==> src/hw/rtl/tcs_pkg.sv <==
// Shared types and constants of the text character scanner.
package tcs_pkg;

    localparam int BYTE_W      = 8;
    localparam int LINE_W      = 20;
    localparam int COL_W       = 16;
    localparam int QUEUE_DEPTH = 4;
    localparam int QP_W        = 2;
    localparam int QC_W        = 3;

    // Byte codes
    localparam logic [BYTE_W-1:0] C_NUL    = 8'h00;
    localparam logic [BYTE_W-1:0] C_TAB    = 8'h09;
    localparam logic [BYTE_W-1:0] C_LF     = 8'h0A;
    localparam logic [BYTE_W-1:0] C_CR     = 8'h0D;
    localparam logic [BYTE_W-1:0] C_SPACE  = 8'h20;
    localparam logic [BYTE_W-1:0] C_STAR   = 8'h2A;
    localparam logic [BYTE_W-1:0] C_SLASH  = 8'h2F;
    localparam logic [BYTE_W-1:0] C_DEL    = 8'h7F;
    localparam logic [BYTE_W-1:0] C_LEAD   = 8'hE2;
    localparam logic [BYTE_W-1:0] C_CONT80 = 8'h80;
    localparam logic [BYTE_W-1:0] C_EN     = 8'h93;
    localparam logic [BYTE_W-1:0] C_EM     = 8'h94;
    localparam logic [BYTE_W-1:0] C_APOS   = 8'h99;
    localparam logic [BYTE_W-1:0] C_LSQ    = 8'h98;
    localparam logic [BYTE_W-1:0] C_LDQ    = 8'h9C;
    localparam logic [BYTE_W-1:0] C_RDQ    = 8'h9D;

    typedef enum logic [1:0] {
        KIND_CHAR = 2'd0,
        KIND_END  = 2'd1,
        KIND_ERR  = 2'd2
    } t_kind;

    typedef enum logic [2:0] {
        ERR_NONE      = 3'd0,
        ERR_EN_DASH   = 3'd1,
        ERR_EM_DASH   = 3'd2,
        ERR_APOS      = 3'd3,
        ERR_QUOTE     = 3'd4,
        ERR_CONTROL   = 3'd5,
        ERR_OPEN_CMNT = 3'd6
    } t_err;

    typedef struct packed {
        t_kind             kind;
        logic [BYTE_W-1:0] char_out;
        logic [LINE_W-1:0] line_no;
        logic [COL_W-1:0]  column_no;
        t_err              error_code;
        logic              last;
    } t_result;

    // One or two results caused by one input byte
    typedef struct packed {
        logic    two;
        t_result first;
        t_result second;
    } t_pair;

    typedef struct packed {
        logic empty;
        logic full;
    } t_q_status;

endpackage

==> src/hw/rtl/tcs_byte_if.sv <==
// Input byte channel.
interface tcs_byte_if;
    logic                      valid;
    logic                      ready;
    logic [tcs_pkg::BYTE_W-1:0] byte_in;

    modport source (output valid, output byte_in, input ready);
    modport sink   (input valid, input byte_in, output ready);
endinterface

==> src/hw/rtl/tcs_res_if.sv <==
// Result channel.
interface tcs_res_if;
    logic                      valid;
    logic                      ready;
    logic [1:0]                kind;
    logic [tcs_pkg::BYTE_W-1:0] char_out;
    logic [tcs_pkg::LINE_W-1:0] line_no;
    logic [tcs_pkg::COL_W-1:0]  column_no;
    logic [2:0]                error_code;
    logic                      last;

    modport source (output valid, output kind, output char_out, output line_no,
                    output column_no, output error_code, output last, input ready);
    modport sink   (input valid, input kind, input char_out, input line_no,
                    input column_no, input error_code, input last, output ready);
endinterface

==> src/hw/rtl/tcs_front.sv <==
// Front end: accepts bytes, tracks position, comments and UTF-8, builds results.
module tcs_front #(
    parameter int LINE_BITS   = 20,
    parameter int COLUMN_BITS = 16,
    parameter int TAB_STOP    = 4
) (
    input  logic                       i_clk,
    input  logic                       i_rst_n,
    input  logic                       i_valid,
    input  logic [tcs_pkg::BYTE_W-1:0] i_byte,
    output logic                       o_ready,
    input  tcs_pkg::t_q_status         i_status,
    output logic                       o_push,
    output tcs_pkg::t_pair             o_pair
);
    import tcs_pkg::*;

    localparam int PW  = (TAB_STOP > 1) ? $clog2(TAB_STOP) : 1;
    localparam int AW  = $clog2(TAB_STOP + 1);
    localparam int CW1 = COLUMN_BITS + 1;
    localparam int LX  = (LINE_BITS > LINE_W) ? LINE_BITS : LINE_W;
    localparam int CX  = (COLUMN_BITS > COL_W) ? COLUMN_BITS : COL_W;
    localparam longint unsigned COL_MAX_L = (64'd1 << COLUMN_BITS) - 64'd1;
    localparam logic [PW-1:0] SAT_PHASE = PW'((COL_MAX_L - 64'd1) % TAB_STOP);
    localparam logic [PW-1:0] LAST_PHASE = PW'(TAB_STOP - 1);
    localparam logic [AW-1:0] TAB_AMT = AW'(TAB_STOP);
    localparam logic [LINE_BITS-1:0]   LINE_MAX = {LINE_BITS{1'b1}};
    localparam logic [COLUMN_BITS-1:0] COL_MAX  = {COLUMN_BITS{1'b1}};
    localparam logic [LINE_BITS-1:0]   LINE_ONE = LINE_BITS'(1);
    localparam logic [COLUMN_BITS-1:0] COL_ONE  = COLUMN_BITS'(1);

    typedef enum logic [1:0] {
        U_IDLE   = 2'd0,
        U_LEAD   = 2'd1,
        U_LEAD80 = 2'd2
    } t_utf8;

    // Comment tracking state, as seen by the comment filter
    typedef struct packed {
        logic                   in_comment;
        logic                   star_seen;
        logic                   slash_pend;
        logic [LINE_BITS-1:0]   slash_line;
        logic [COLUMN_BITS-1:0] slash_col;
    } t_cstate;

    typedef struct packed {
        t_cstate st;
        logic    emit;
    } t_feed;

    // State registers
    logic [LINE_BITS-1:0]   r_line, n_line;
    logic [COLUMN_BITS-1:0] r_col, n_col;
    logic [PW-1:0]          r_phase, n_phase;
    t_cstate                r_cst, n_cst;
    logic                   r_cr_pend, n_cr_pend;
    logic [LINE_BITS-1:0]   r_cr_line, n_cr_line;
    logic [COLUMN_BITS-1:0] r_cr_col, n_cr_col;
    t_utf8                  r_utf8, n_utf8;
    logic [LINE_BITS-1:0]   r_lead_line, n_lead_line;
    logic [COLUMN_BITS-1:0] r_lead_col, n_lead_col;
    logic                   r_failed, n_failed;

    logic                   accept;
    logic                   pre_v, main_v, have, do_reset;
    t_result                pre, main;
    t_err                   code;
    t_feed                  fd;
    logic [CW1-1:0]         col_sum;
    logic [AW-1:0]          tab_add;

    function automatic logic [LINE_W-1:0] f_line(input logic [LINE_BITS-1:0] v);
        logic [LX-1:0] t;
        t = LX'(v);
        return t[LINE_W-1:0];
    endfunction

    function automatic logic [COL_W-1:0] f_col(input logic [COLUMN_BITS-1:0] v);
        logic [CX-1:0] t;
        t = CX'(v);
        return t[COL_W-1:0];
    endfunction

    function automatic t_result f_res(input t_kind k, input logic [BYTE_W-1:0] ch,
                                      input logic [LINE_BITS-1:0] ln,
                                      input logic [COLUMN_BITS-1:0] cl,
                                      input t_err ec);
        t_result r;
        r.kind       = k;
        r.char_out   = ch;
        r.line_no    = f_line(ln);
        r.column_no  = f_col(cl);
        r.error_code = ec;
        r.last       = 1'b0;
        return r;
    endfunction

    // Comment filter: drop comment bodies, hold a slash for one byte
    function automatic t_feed f_feed(input t_cstate s, input logic [BYTE_W-1:0] ch,
                                     input logic [LINE_BITS-1:0] ln,
                                     input logic [COLUMN_BITS-1:0] cl);
        t_feed f;
        f.st   = s;
        f.emit = 1'b0;
        if (s.in_comment) begin
            if (s.star_seen && ch == C_SLASH) begin
                f.st.in_comment = 1'b0;
                f.st.star_seen  = 1'b0;
            end else begin
                f.st.star_seen = (ch == C_STAR);
            end
        end else if (s.slash_pend && ch == C_STAR) begin
            f.st.slash_pend = 1'b0;
            f.st.in_comment = 1'b1;
            f.st.star_seen  = 1'b0;
        end else if (ch == C_SLASH) begin
            f.st.slash_pend = 1'b1;
            f.st.slash_line = ln;
            f.st.slash_col  = cl;
        end else begin
            f.emit = 1'b1;
        end
        return f;
    endfunction

    assign o_ready = !i_status.full;
    assign accept  = i_valid && o_ready;

    // Decode one byte into next state and up to two results
    always_comb begin
        n_line      = r_line;
        n_col       = r_col;
        n_phase     = r_phase;
        n_cst       = r_cst;
        n_cr_pend   = r_cr_pend;
        n_cr_line   = r_cr_line;
        n_cr_col    = r_cr_col;
        n_utf8      = r_utf8;
        n_lead_line = r_lead_line;
        n_lead_col  = r_lead_col;
        n_failed    = r_failed;
        pre_v       = 1'b0;
        main_v      = 1'b0;
        have        = 1'b0;
        do_reset    = 1'b0;
        pre         = f_res(KIND_CHAR, C_SLASH, r_cst.slash_line, r_cst.slash_col, ERR_NONE);
        main        = f_res(KIND_CHAR, i_byte, r_line, r_col, ERR_NONE);
        code        = ERR_NONE;
        fd          = f_feed(r_cst, C_LF, r_cr_line, r_cr_col);
        tab_add     = TAB_AMT - AW'(r_phase);
        col_sum     = CW1'(r_col) + CW1'(tab_add);

        if (r_failed) begin
            // drop everything up to the end of the document
            if (i_byte == C_NUL) begin
                do_reset = 1'b1;
            end
        end else if (r_cr_pend) begin
            n_cr_pend = 1'b0;
            if (i_byte == C_LF) begin
                if (r_line != LINE_MAX) begin
                    n_line = r_line + LINE_ONE;
                end
                n_col   = COL_ONE;
                n_phase = '0;
                n_utf8  = U_IDLE;
                n_cst   = fd.st;
                main_v  = fd.emit;
                main    = f_res(KIND_CHAR, C_LF, r_cr_line, r_cr_col, ERR_NONE);
            end else begin
                main_v   = 1'b1;
                main     = f_res(KIND_ERR, C_NUL, r_cr_line, r_cr_col, ERR_CONTROL);
                n_failed = 1'b1;
                if (i_byte == C_NUL) begin
                    do_reset = 1'b1;
                end
            end
        end else begin
            // flush a held slash that does not open a comment
            if (r_cst.slash_pend && i_byte != C_STAR) begin
                pre_v            = 1'b1;
                n_cst.slash_pend = 1'b0;
            end
            if (i_byte == C_NUL) begin
                main_v   = 1'b1;
                do_reset = 1'b1;
                if (r_cst.in_comment) begin
                    main = f_res(KIND_ERR, C_NUL, r_line, r_col, ERR_OPEN_CMNT);
                end else begin
                    main = f_res(KIND_END, C_NUL, r_line, r_col, ERR_NONE);
                end
            end else if (i_byte[7]) begin
                if (i_byte[6] && r_col != COL_MAX) begin
                    n_col   = r_col + COL_ONE;
                    n_phase = (r_phase == LAST_PHASE) ? '0 : r_phase + PW'(1);
                end
                if (r_utf8 == U_LEAD80) begin
                    unique case (i_byte) inside
                        C_EN:               code = ERR_EN_DASH;
                        C_EM:               code = ERR_EM_DASH;
                        C_APOS:             code = ERR_APOS;
                        C_LSQ, C_LDQ, C_RDQ: code = ERR_QUOTE;
                        default:            code = ERR_NONE;
                    endcase
                end
                if (code != ERR_NONE) begin
                    main_v   = 1'b1;
                    main     = f_res(KIND_ERR, C_NUL, r_lead_line, r_lead_col, code);
                    n_failed = 1'b1;
                end else begin
                    have = 1'b1;
                    if (i_byte == C_LEAD) begin
                        n_utf8      = U_LEAD;
                        n_lead_line = r_line;
                        n_lead_col  = r_col;
                    end else if (r_utf8 == U_LEAD && i_byte == C_CONT80) begin
                        n_utf8 = U_LEAD80;
                    end else begin
                        n_utf8 = U_IDLE;
                    end
                end
            end else begin
                n_utf8 = U_IDLE;
                if (i_byte < C_SPACE) begin
                    unique case (i_byte)
                        C_TAB: begin
                            have = 1'b1;
                            if (col_sum > CW1'(COL_MAX)) begin
                                n_col   = COL_MAX;
                                n_phase = SAT_PHASE;
                            end else begin
                                n_col   = col_sum[COLUMN_BITS-1:0];
                                n_phase = '0;
                            end
                        end
                        C_CR: begin
                            n_cr_pend = 1'b1;
                            n_cr_line = r_line;
                            n_cr_col  = r_col;
                        end
                        C_LF: begin
                            have = 1'b1;
                            if (r_line != LINE_MAX) begin
                                n_line = r_line + LINE_ONE;
                            end
                            n_col   = COL_ONE;
                            n_phase = '0;
                        end
                        default: begin
                            main_v   = 1'b1;
                            main     = f_res(KIND_ERR, C_NUL, r_line, r_col, ERR_CONTROL);
                            n_failed = 1'b1;
                        end
                    endcase
                end else if (i_byte == C_DEL) begin
                    main_v   = 1'b1;
                    main     = f_res(KIND_ERR, C_NUL, r_line, r_col, ERR_CONTROL);
                    n_failed = 1'b1;
                end else begin
                    have = 1'b1;
                    if (r_col != COL_MAX) begin
                        n_col   = r_col + COL_ONE;
                        n_phase = (r_phase == LAST_PHASE) ? '0 : r_phase + PW'(1);
                    end
                end
            end
            if (have) begin
                fd     = f_feed(n_cst, i_byte, r_line, r_col);
                n_cst  = fd.st;
                main_v = fd.emit;
                main   = f_res(KIND_CHAR, i_byte, r_line, r_col, ERR_NONE);
            end
        end

        // end of document: back to the start state
        if (do_reset) begin
            n_line      = LINE_ONE;
            n_col       = COL_ONE;
            n_phase     = '0;
            n_cst       = '0;
            n_cr_pend   = 1'b0;
            n_cr_line   = '0;
            n_cr_col    = '0;
            n_utf8      = U_IDLE;
            n_lead_line = '0;
            n_lead_col  = '0;
            n_failed    = 1'b0;
        end
    end

    // Pack results in order; the last one carries the last flag
    always_comb begin
        o_pair.two         = pre_v && main_v;
        o_pair.first       = pre_v ? pre : main;
        o_pair.first.last  = !(pre_v && main_v);
        o_pair.second      = main;
        o_pair.second.last = 1'b1;
        o_push             = accept && (pre_v || main_v);
    end

    // Hold scanner state, advance on each transfer
    always_ff @(posedge i_clk) begin
        if (!i_rst_n) begin
            r_line      <= LINE_ONE;
            r_col       <= COL_ONE;
            r_phase     <= '0;
            r_cst       <= '0;
            r_cr_pend   <= 1'b0;
            r_cr_line   <= '0;
            r_cr_col    <= '0;
            r_utf8      <= U_IDLE;
            r_lead_line <= '0;
            r_lead_col  <= '0;
            r_failed    <= 1'b0;
        end else if (accept) begin
            r_line      <= n_line;
            r_col       <= n_col;
            r_phase     <= n_phase;
            r_cst       <= n_cst;
            r_cr_pend   <= n_cr_pend;
            r_cr_line   <= n_cr_line;
            r_cr_col    <= n_cr_col;
            r_utf8      <= n_utf8;
            r_lead_line <= n_lead_line;
            r_lead_col  <= n_lead_col;
            r_failed    <= n_failed;
        end
    end

endmodule

==> src/hw/rtl/tcs_queue.sv <==
// Short queue of result pairs between front and back end.
module tcs_queue (
    input  logic               i_clk,
    input  logic               i_rst_n,
    input  logic               i_push,
    input  tcs_pkg::t_pair     i_pair,
    input  logic               i_pop,
    output tcs_pkg::t_pair     o_pair,
    output tcs_pkg::t_q_status o_status
);
    import tcs_pkg::*;

    t_pair            r_mem [QUEUE_DEPTH];
    logic [QP_W-1:0]  r_wr_ptr, r_rd_ptr;
    logic [QC_W-1:0]  r_count, n_count;

    assign o_pair          = r_mem[r_rd_ptr];
    assign o_status.empty  = (r_count == '0);
    assign o_status.full   = (r_count == QC_W'(QUEUE_DEPTH));

    // Track fill level
    always_comb begin
        case ({i_push, i_pop})
            2'b10:   n_count = r_count + QC_W'(1);
            2'b01:   n_count = r_count - QC_W'(1);
            default: n_count = r_count;
        endcase
    end

    // Store entries
    always_ff @(posedge i_clk) begin
        if (i_push) begin
            r_mem[r_wr_ptr] <= i_pair;
        end
    end

    // Advance pointers
    always_ff @(posedge i_clk) begin
        if (!i_rst_n) begin
            r_wr_ptr <= '0;
            r_rd_ptr <= '0;
            r_count  <= '0;
        end else begin
            if (i_push) begin
                r_wr_ptr <= r_wr_ptr + QP_W'(1);
            end
            if (i_pop) begin
                r_rd_ptr <= r_rd_ptr + QP_W'(1);
            end
            r_count <= n_count;
        end
    end

endmodule

==> src/hw/rtl/tcs_back.sv <==
// Back end: splits result pairs and drives the registered output.
module tcs_back (
    input  logic               i_clk,
    input  logic               i_rst_n,
    input  tcs_pkg::t_pair     i_pair,
    input  tcs_pkg::t_q_status i_status,
    output logic               o_pop,
    output logic               o_valid,
    input  logic               i_ready,
    output tcs_pkg::t_result   o_res
);
    import tcs_pkg::*;

    logic    r_out_valid;
    t_result r_out;
    logic    r_sec_valid;
    t_result r_sec;
    logic    load;

    assign load    = !r_out_valid || i_ready;
    assign o_pop   = load && !r_sec_valid && !i_status.empty;
    assign o_valid = r_out_valid;
    assign o_res   = r_out;

    // Refill the output register: second result first, then the queue
    always_ff @(posedge i_clk) begin
        if (!i_rst_n) begin
            r_out_valid <= 1'b0;
            r_sec_valid <= 1'b0;
        end else if (load) begin
            if (r_sec_valid) begin
                r_out_valid <= 1'b1;
                r_sec_valid <= 1'b0;
            end else if (!i_status.empty) begin
                r_out_valid <= 1'b1;
                r_sec_valid <= i_pair.two;
            end else begin
                r_out_valid <= 1'b0;
            end
        end
    end

    // Payload
    always_ff @(posedge i_clk) begin
        if (load) begin
            if (r_sec_valid) begin
                r_out <= r_sec;
            end else if (!i_status.empty) begin
                r_out <= i_pair.first;
                r_sec <= i_pair.second;
            end
        end
    end

endmodule

==> src/hw/rtl/text_char_scanner_core.sv <==
// Top level of the text character scanner.
// A result is written into the pair queue, then loaded into the output register.
// Throughput: one byte per cycle while the pair queue is not full. The single
// result port moves one result per cycle while the receiver is ready, and the 4-entry
// pair queue absorbs bytes with two results (held slash plus the next one).
// Reset: synchronous, active low; clears scanner state, queue and output register.
module text_char_scanner_core #(
    parameter int LINE_BITS   = 20,
    parameter int COLUMN_BITS = 16,
    parameter int TAB_STOP    = 4
) (
    input  logic           i_clk,
    input  logic           i_rst_n,
    tcs_byte_if.sink       i_byte,
    tcs_res_if.source      o_res
);
    import tcs_pkg::*;

    t_q_status q_status;
    t_pair     push_pair;
    t_pair     head_pair;
    logic      push;
    logic      pop;
    t_result   res;

    // Front end
    tcs_front #(
        .LINE_BITS   (LINE_BITS),
        .COLUMN_BITS (COLUMN_BITS),
        .TAB_STOP    (TAB_STOP)
    ) u_front (
        .i_clk    (i_clk),
        .i_rst_n  (i_rst_n),
        .i_valid  (i_byte.valid),
        .i_byte   (i_byte.byte_in),
        .o_ready  (i_byte.ready),
        .i_status (q_status),
        .o_push   (push),
        .o_pair   (push_pair)
    );

    // Decoupling queue
    tcs_queue u_queue (
        .i_clk    (i_clk),
        .i_rst_n  (i_rst_n),
        .i_push   (push),
        .i_pair   (push_pair),
        .i_pop    (pop),
        .o_pair   (head_pair),
        .o_status (q_status)
    );

    // Back end
    tcs_back u_back (
        .i_clk    (i_clk),
        .i_rst_n  (i_rst_n),
        .i_pair   (head_pair),
        .i_status (q_status),
        .o_pop    (pop),
        .o_valid  (o_res.valid),
        .i_ready  (o_res.ready),
        .o_res    (res)
    );

    assign o_res.kind       = res.kind;
    assign o_res.char_out   = res.char_out;
    assign o_res.line_no    = res.line_no;
    assign o_res.column_no  = res.column_no;
    assign o_res.error_code = res.error_code;
    assign o_res.last       = res.last;

endmodule

==> src/flat_wrapper.sv <==
// flat-port wrapper written by rule: the top's interface ports become plain ports
module text_char_scanner_core_flat import tcs_pkg::*;
#(
    parameter int LINE_BITS   = 20,
    parameter int COLUMN_BITS = 16,
    parameter int TAB_STOP    = 4
)
  (i_clk, i_rst_n, i_byte_valid, i_byte_byte_in, i_byte_ready, o_res_valid, o_res_kind, o_res_char_out, o_res_line_no, o_res_column_no, o_res_error_code, o_res_last, o_res_ready);
  tcs_byte_if i_byte_i ();
  tcs_res_if o_res_i ();
  input  logic i_clk;
  input  logic i_rst_n;
  input wire logic [$bits(i_byte_i.valid)-1:0] i_byte_valid;
  input wire logic [$bits(i_byte_i.byte_in)-1:0] i_byte_byte_in;
  output wire logic [$bits(i_byte_i.ready)-1:0] i_byte_ready;
  output wire logic [$bits(o_res_i.valid)-1:0] o_res_valid;
  output wire logic [$bits(o_res_i.kind)-1:0] o_res_kind;
  output wire logic [$bits(o_res_i.char_out)-1:0] o_res_char_out;
  output wire logic [$bits(o_res_i.line_no)-1:0] o_res_line_no;
  output wire logic [$bits(o_res_i.column_no)-1:0] o_res_column_no;
  output wire logic [$bits(o_res_i.error_code)-1:0] o_res_error_code;
  output wire logic [$bits(o_res_i.last)-1:0] o_res_last;
  input wire logic [$bits(o_res_i.ready)-1:0] o_res_ready;
  assign i_byte_i.valid = i_byte_valid;
  assign i_byte_i.byte_in = i_byte_byte_in;
  assign i_byte_ready = i_byte_i.ready;
  assign o_res_valid = o_res_i.valid;
  assign o_res_kind = o_res_i.kind;
  assign o_res_char_out = o_res_i.char_out;
  assign o_res_line_no = o_res_i.line_no;
  assign o_res_column_no = o_res_i.column_no;
  assign o_res_error_code = o_res_i.error_code;
  assign o_res_last = o_res_i.last;
  assign o_res_i.ready = o_res_ready;
  text_char_scanner_core #(.LINE_BITS(LINE_BITS), .COLUMN_BITS(COLUMN_BITS), .TAB_STOP(TAB_STOP)) u_core (.i_clk(i_clk), .i_rst_n(i_rst_n), .i_byte(i_byte_i), .o_res(o_res_i));
endmodule
==> config.mk <==
export PLATFORM = sky130hd
export DESIGN_NAME = text_char_scanner_core_flat
export DESIGN_NICKNAME = d
export VERILOG_FILES = /design/src/hw/rtl/tcs_pkg.sv /design/src/hw/rtl/tcs_byte_if.sv /design/src/hw/rtl/tcs_res_if.sv /design/src/hw/rtl/tcs_front.sv /design/src/hw/rtl/tcs_queue.sv /design/src/hw/rtl/tcs_back.sv /design/src/hw/rtl/text_char_scanner_core.sv /design/src/flat_wrapper.sv
export SDC_FILE = /design/constraint.sdc
export NUM_CORES = 1
export LEC_CHECK = 0
export ABC_AREA = 1
export BUFFER_PORTS_ARGS = -buffer_cell sky130_fd_sc_hd__buf_2
export CORE_MARGIN = 2
export CORE_UTILIZATION = 60
export CTS_BUF_LIST = sky130_fd_sc_hd__clkbuf_16
export DETAILED_ROUTE_END_ITERATION = 10
export GPL_TIMING_DRIVEN = 1
export PLACE_DENSITY = 0.88
export SYNTH_ARGS = -nofsm -noshare
export SYNTH_HDL_FRONTEND = slang
export SYNTH_SLANG_ARGS = --single-unit
==> constraint.sdc <==
create_clock -name i_clk -period 14.8 [get_ports i_clk]
set_input_delay 2.22 -clock i_clk [delete_from_list [all_inputs] [get_ports i_clk]]
set_output_delay 2.22 -clock i_clk [all_outputs]
set_load 0.05 [all_outputs]
# Yosys cells after proc, flatten, opt, wreduce, memory -nomap -nowiden
# Memory sizes are Yosys's and may differ from the RTL's. A register that Yosys moved wholly into a read port is not among the register bits.
# Cells that the tools add are included.
[word_totals]
ff_bits = 262
ram_bits = 400
inputBits = 12
output_inout_bits = 52
elab_cells = 285
memories = 1
[classes]
n_addsub = 9
n_lt_le_gt_ge = 2
eq_ne = 39
mux = 154
bitwise_logic = 2
reduce_logical = 46
[memory_table]
columns = ["memory", "depth", "word_bits", "rd", "rd_clocked_by_memory_dff", "wr", "line", "source"]
rows = [
  ["u_core.u_queue.r_mem", 4, 100, 1, 1, 1, "tcs_queue.sv:13", "t_pair r_mem [QUEUE_DEPTH];"],
]
[ops]
columns = ["cell", "n"]
rows = [
  ["2-to-1 mux 50 bit", 14],
  ["2-to-1 mux 20 bit", 22],
  ["2-to-1 mux 16 bit", 25],
  ["2-to-1 mux 39 bit", 4],
  ["2-to-1 mux 38 bit", 2],
  ["2-to-1 mux 37 bit", 2],
  ["equality test 8 bit, second input constant", 8],
  ["2-to-1 mux 1 bit", 52],
  ["2-to-1 mux 2 bit", 24],
  ["one-hot mux 16 bit (2 select lines)", 1],
  ["equality test 8 x 4 -> 1 bit, second input constant", 3],
  ["AND reduction 7 bit", 3],
  ["adder 20 x 1 -> 20 bit, second input constant", 1],
  ["inequality test 20 bit, second input constant", 1],
  ["adder 16 x 3 -> 17 bit", 1],
  ["> comparator 17 x 16 -> 1 bit, second input constant", 1],
  ["adder 16 x 1 -> 16 bit, second input constant", 1],
  ["equality test 8 x 6 -> 1 bit, second input constant", 2],
  ["inequality test 16 bit, second input constant", 1],
  ["2-to-1 mux 3 bit", 5],
  ["nonzero test 2 bit", 7],
  ["one-hot mux 3 bit (4 select lines)", 1],
  ["nonzero test 3 bit", 4],
  ["logical AND 1 bit", 10],
  ["other kinds (35)", 57],
]

# Depth between registers and ports, before layout
[depth]
depth_word = 21
depth_mapped = 20

# Hierarchy
# A second synthesis with hierarchy kept.
[hier_totals]
cells_unflattened = 3013
area_unflattened_um2 = 29831.1
[modules_own_cells]
columns = ["mod", "instances", "cells_each", "area_each_um2", "seq_area_each_um2"]
rows = [
  ["tcs_queue", 1, 1034, 16208.0, 12311.8],
  ["tcs_front", 1, 1700, 9839.4, 3062.9],
  ["tcs_back", 1, 279, 3783.6, 3042.9],
]

# Worst setup path after synthesis
# Ideal clock, no wire load.
[synth_path]
path_type = "input to register"
from = "input i_byte_byte_in[4]"
to = "memory u_core.u_queue.r_mem[0][0] in the netlist's numbering, enable pin"
arrival_time_ns = 7.443
required_time_ns = 14.240
slack_ns = 6.798
cell_stages = 14
n_path_buf = 0
path_cell_list = "inv_1 > nor2_1 > nand2_1 > nor2_1 > nand2_1 > nand2_1 > inv_1 > nand2_1 > nand2_1 > nand3_1 > nand2_1 > nand2_1 > nand2_1 > nor2_1"
[synth_between]
elab_chain_len = 21
elab_cells_between_ends = 58
[synth_lines]
columns = ["item", "line", "source"]
rows = [
  ["start, declared", "flat_wrapper.sv:14", "input wire logic [$bits(i_byte_i.byte_in)-1:0] i_byte_byte_in;"],
  ["equality test 8 bit (no line)", "-", ""],
  ["OR reduction 3 bit", "tcs_front.sv:199", "unique case (i_byte) inside"],
  ["one-hot mux 3 bit (4 select lines)", "tcs_front.sv:199", ""],
  ["2-to-1 mux 3 bit", "tcs_front.sv:198", "if (r_utf8 == U_LEAD80) begin"],
  ["2-to-1 mux 3 bit", "tcs_front.sv:193", "end else if (i_byte[7]) begin"],
  ["2-to-1 mux 3 bit", "tcs_front.sv:185", "if (i_byte == C_NUL) begin"],
  ["2-to-1 mux 3 bit", "tcs_front.sv:159", "end else if (r_cr_pend) begin"],
  ["2-to-1 mux 3 bit", "tcs_front.sv:154", "if (r_failed) begin"],
  ["[... 5 more ...]", "-", ""],
  ["2-to-1 mux 1 bit", "tcs_front.sv:154", ""],
  ["2-to-1 mux 1 bit", "tcs_front.sv:268", "if (have) begin"],
  ["2-to-1 mux 1 bit", "tcs_front.sv:159", ""],
  ["2-to-1 mux 1 bit", "tcs_front.sv:154", ""],
  ["logical OR 1 bit (*)", "tcs_front.sv:299", "o_push = accept && (pre_v || main_v);"],
  ["logical AND 1 bit (*)", "tcs_front.sv:299", ""],
  ["2-to-1 mux 1 bit (*)", "tcs_queue.sv:32", "if (i_push) begin"],
  ["2-to-1 mux 1 bit (implied by the code) (*)", "tcs_queue.sv:33", "r_mem[r_wr_ptr] <= i_pair;"],
  ["end, declared", "tcs_queue.sv:13", ""],
]
# Every way passes the cells marked *; elsewhere a longest branch is shown, timed or not. The select of a mux whose other input is x is not followed.

# Final worst setup path
[layout_path]
from = "input i_byte_byte_in[7]"
to = "memory u_core.u_queue.r_mem[1][60] in the netlist's numbering, enable pin"
# The elaborated chain is that of the path after synthesis.

==> reports/results.ini <==
[status]
status=finished clean

[global_routing]
antenna_found_initial=1
grt_pass1_wl_mm=112
grt_max_degree=108
grt-ovfl-total=0
grt_usage_pct=28.9
grt_pass1_vias=20475

[synthesis]
netlist-cell-type-count=48
syn-cell-area_mm2=0.0282
synth_compound_area_share_pct=14.4
synth_top_family_by_area=compound AO/OA/AOI/OAI gates
ys_seq_area_share_pct=64.7
synthFlopType=edfxtp_1
netlist_instances=2780
synth-edff-count=499
yosys.area_share.adder_pct=0.673
ys_async_sr_fraction_pct=0
synth.area.mux_share_pct=0
synth_warnings=0
synth-xor-area-share_pct=0.620
avgSynthCellArea_um2=10.2
yosys.area_share.simple_pct=14.3
ys_ff_latch=663
synth_nets=2806

[power_and_ir_drop]
power.leakage_nw=10.3
p_clk_share_pct=28.1
p_int_w=0.00349
power_density_mw_per_mm2=174
seqPwrFrac_pct=46.9
peakVddDrop_mv=0.186
p_sw_share_pct=34.6
p_comb_share_pct=24.9
p_sw_w=0.00184

[flow_run]
maxCapViolCount=0

[worst_setup_path]
crit_arrival_ns=5.89
timing.rr.start=u_core.u_front.r_utf8[1]
cpMostUsedCell=nand2_1
r2r_end=u_core.u_queue.r_mem[1][60]
r2r_slack_ns=10.62
crit_type=input port to flop
slowest_delay_ns=0.95
cp_max_fo=66
path_cells=buf_2 > inv_4 > nand2_4 > nor2_4 > nand3_1 > nand2_1 > nand2_1 > nand3_1 > nand2_1 > nand2_1 > nand2_1 > nor2_4 > buf_4
r2r.worst_path.cells=15
endpoint_kind=flop
cp-startpoint=i_byte_byte_in[7]
crit_path_top_delay_cell=nor2_4
critPathLaunchType=input port
crit_path_end=u_core.u_queue.r_mem[1][60]
crit_required_ns=15.05

[cells_and_area]
nFillCells=3125
fin_area_mm2=0.0306
num-nets-final=2778
final_cell_mix=524 x nor2_1, 499 x edfxtp_1, 363 x o21ai_0, 305 x nand2_1, 181 x inv_1
areaGrowthSynthToFinish_pct=8.32
final_common_cell=nor2_1
multiInputGateArea_mm2=0.00852
register_area_mm2=0.0183
finalCoreUtilization_pct=65.7
layout-drive-gt1-share_pct=8.74

[drt]
vias=21460
vias_per_cell=6.29
finalWirelength_mm=72.7
drtAntennaViolNets=0
drt_iter0_drc=3762
wire_per_inst_um=21.3
first_pass_iters=7
drc=0

[clocking]
cts_resized=0
cts_sinks=663
cts_root_buf=clkbuf_16
cts.htree.levels=2
path_clk_slew_ns=0.07
numCtsBuffers=59
clockBufferDepth=3
cts-hold-fix-buffers=0
cts_tree=done
cts_setup_buffers=0
clock_latency_ns=0.64

[floorplan]
start_util_pct=60.7
die-area_mm2=0.0488
rows=79
die_w_um=221
die_h_um=221
fp.coreArea_mm2=0.0466
ios=64

[worst_hold_path]
min_path_type=flop to flop

[timing]
finalSetupViolCount=0
timing.fmax_mhz=177
fin_setup_tns_ns=0
hold_viol_final=0
slew_headroom_pct=12.2
grt_setup_unrepaired=false
skew_ns=0.0294
tightest_slew_ns=1.31
slew_viol_final=0
min_period_ns=5.65
fin_crit_sh_pct=38.1
whs_ns=0.454
setup_ws_ns=9.15

[placement]
hpwlAfterDp_mm=41.3
gp_congestion=0.879
pre_cts_slack_ns=8.53
io_buffers=63
dpl_cell_area_mm2=0.0287

-- registers in the layout, summed over array words and instances (netlist names), 2 cells and up, named ones only --
register and cells:
u_core.u_front.r_cr_line 20, u_core.u_queue.r_rd_ptr 2, u_core.u_front.r_col 16, u_core.u_queue.r_count 3, u_core.u_back.o_res 50, u_core.u_front.r_lead_line 20
u_core.u_front.r_line 20, u_core.u_front.r_lead_col 16, u_core.u_front.r_cst 3, u_core.u_front.r_phase 2, u_core.u_front.r_cr_col 16, u_core.u_queue.r_mem 400
u_core.u_front.r_utf8 2, u_core.u_front.pre 36, u_core.u_queue.r_wr_ptr 2, u_core.u_back.r_sec 49
-- how the worst min path moves through the flow --
stage                                             start                            end  slack, ns  cells after the start
after global placement    u_core.u_front.r_lead_line[0]  u_core.u_front.r_lead_line[0]       0.44                      2
final                     u_core.u_front.r_lead_line[3]  u_core.u_front.r_lead_line[3]       0.45                      2
after floorplan           u_core.u_front.r_lead_line[0]  u_core.u_front.r_lead_line[0]       0.43                      2
after detailed placement  u_core.u_front.r_lead_col[10]  u_core.u_front.r_lead_col[10]       0.45                      2
after global routing       u_core.u_front.r_lead_col[8]   u_core.u_front.r_lead_col[8]       0.47                      2
after CTS                  u_core.u_front.r_lead_col[8]   u_core.u_front.r_lead_col[8]       0.45                      2
-- cell families (layout without fill, tap and decap cells) --
group | after synthesis | after routing
simple gates | 980 | 980
compound gates | 745 | 745
flops | 663 | 663
buf+inv | 358 | 380
xor+xnor | 20 | 20
fa+ha+maj | 14 | 14
other cells | 0 | 1
-- cells in the mapped netlist, drive strengths merged (2+ instances only) --
cell type  count  area, um^2
dfxtp        164        3280
nand3         68         370
a211oi         4        30.0
edfxtp       499       15000
nand4         19         119
o221ai         2        17.5
buf           61         384
a31oi         50         313
clkbuf       113         424
nor2         539        2080
and2           2        12.5
o21ai        417        2090
a21oi        172         925
nand2        319        1270
a22oi         38         285
nor4           3        18.8
ha            12         150
inv          182         688
or2            4        25.0
xor2          20         175
o22ai         51         319
nor3          24         130
clkinv         2        7.51
fa             2        40.0
o211ai         7        52.6
o21a           2        15.0
-- per-stage QoR --
| stage | cells | power, W |
|---|---|---|
| 2_1_floorplan | 2780 | 0.00345 |
| 3_3_place_gp | 3298 | 0.00375 |
| 3_5_place_dp | 3298 | 0.00382 |
| 4_1_cts | 3409 | 0.00531 |
| 5_1_grt | 3409 | 0.00550 |
| 6_report | 3410 | 0.00533 |
-- metal layers --
metal  GRT usage (%)  wire length, um  vias up  part of all wire, %
met5               0                0        -                    0
met4            10.8             2180        0                  3.0
met3            6.36             9470      202                   13
met2            46.2            34400     1546                   47
met1            39.2            26600    10123                   37
li1                -                -     9589                    -
-- worst max-delay path: cells and delay by family --
kind	cells	cell delay, ns
buffers and inverters	3	1.17
and+or+nand+nor	10	2.40
-- power groups by stage --
stage | clock, W | sequential [W] | combinational (W)
finish | 0.00150 | 0.00250 | 0.00133
global route | 0.00156 | 0.00252 | 0.00142
CTS | 0.00150 | 0.00250 | 0.00131
detailed placement | 0 | 0.00253 | 0.00129
global placement | 0 | 0.00252 | 0.00124
floorplan | 0 | 0.00278 | 0.000675
-- final cells by class --
class | instances | share of cell area, %
Antenna cell | 1 | 0.00818
Clock buffer | 59 | 4.83
Clock inverter | 52 | 1.24
Inverter | 184 | 2.28
Multi-Input combinational cell | 1759 | 27.9
Sequential cell | 663 | 59.7
Tap cell | 607 | 2.48
Timing Repair Buffer | 85 | 1.57
Power figures use the tool's default switching activity.
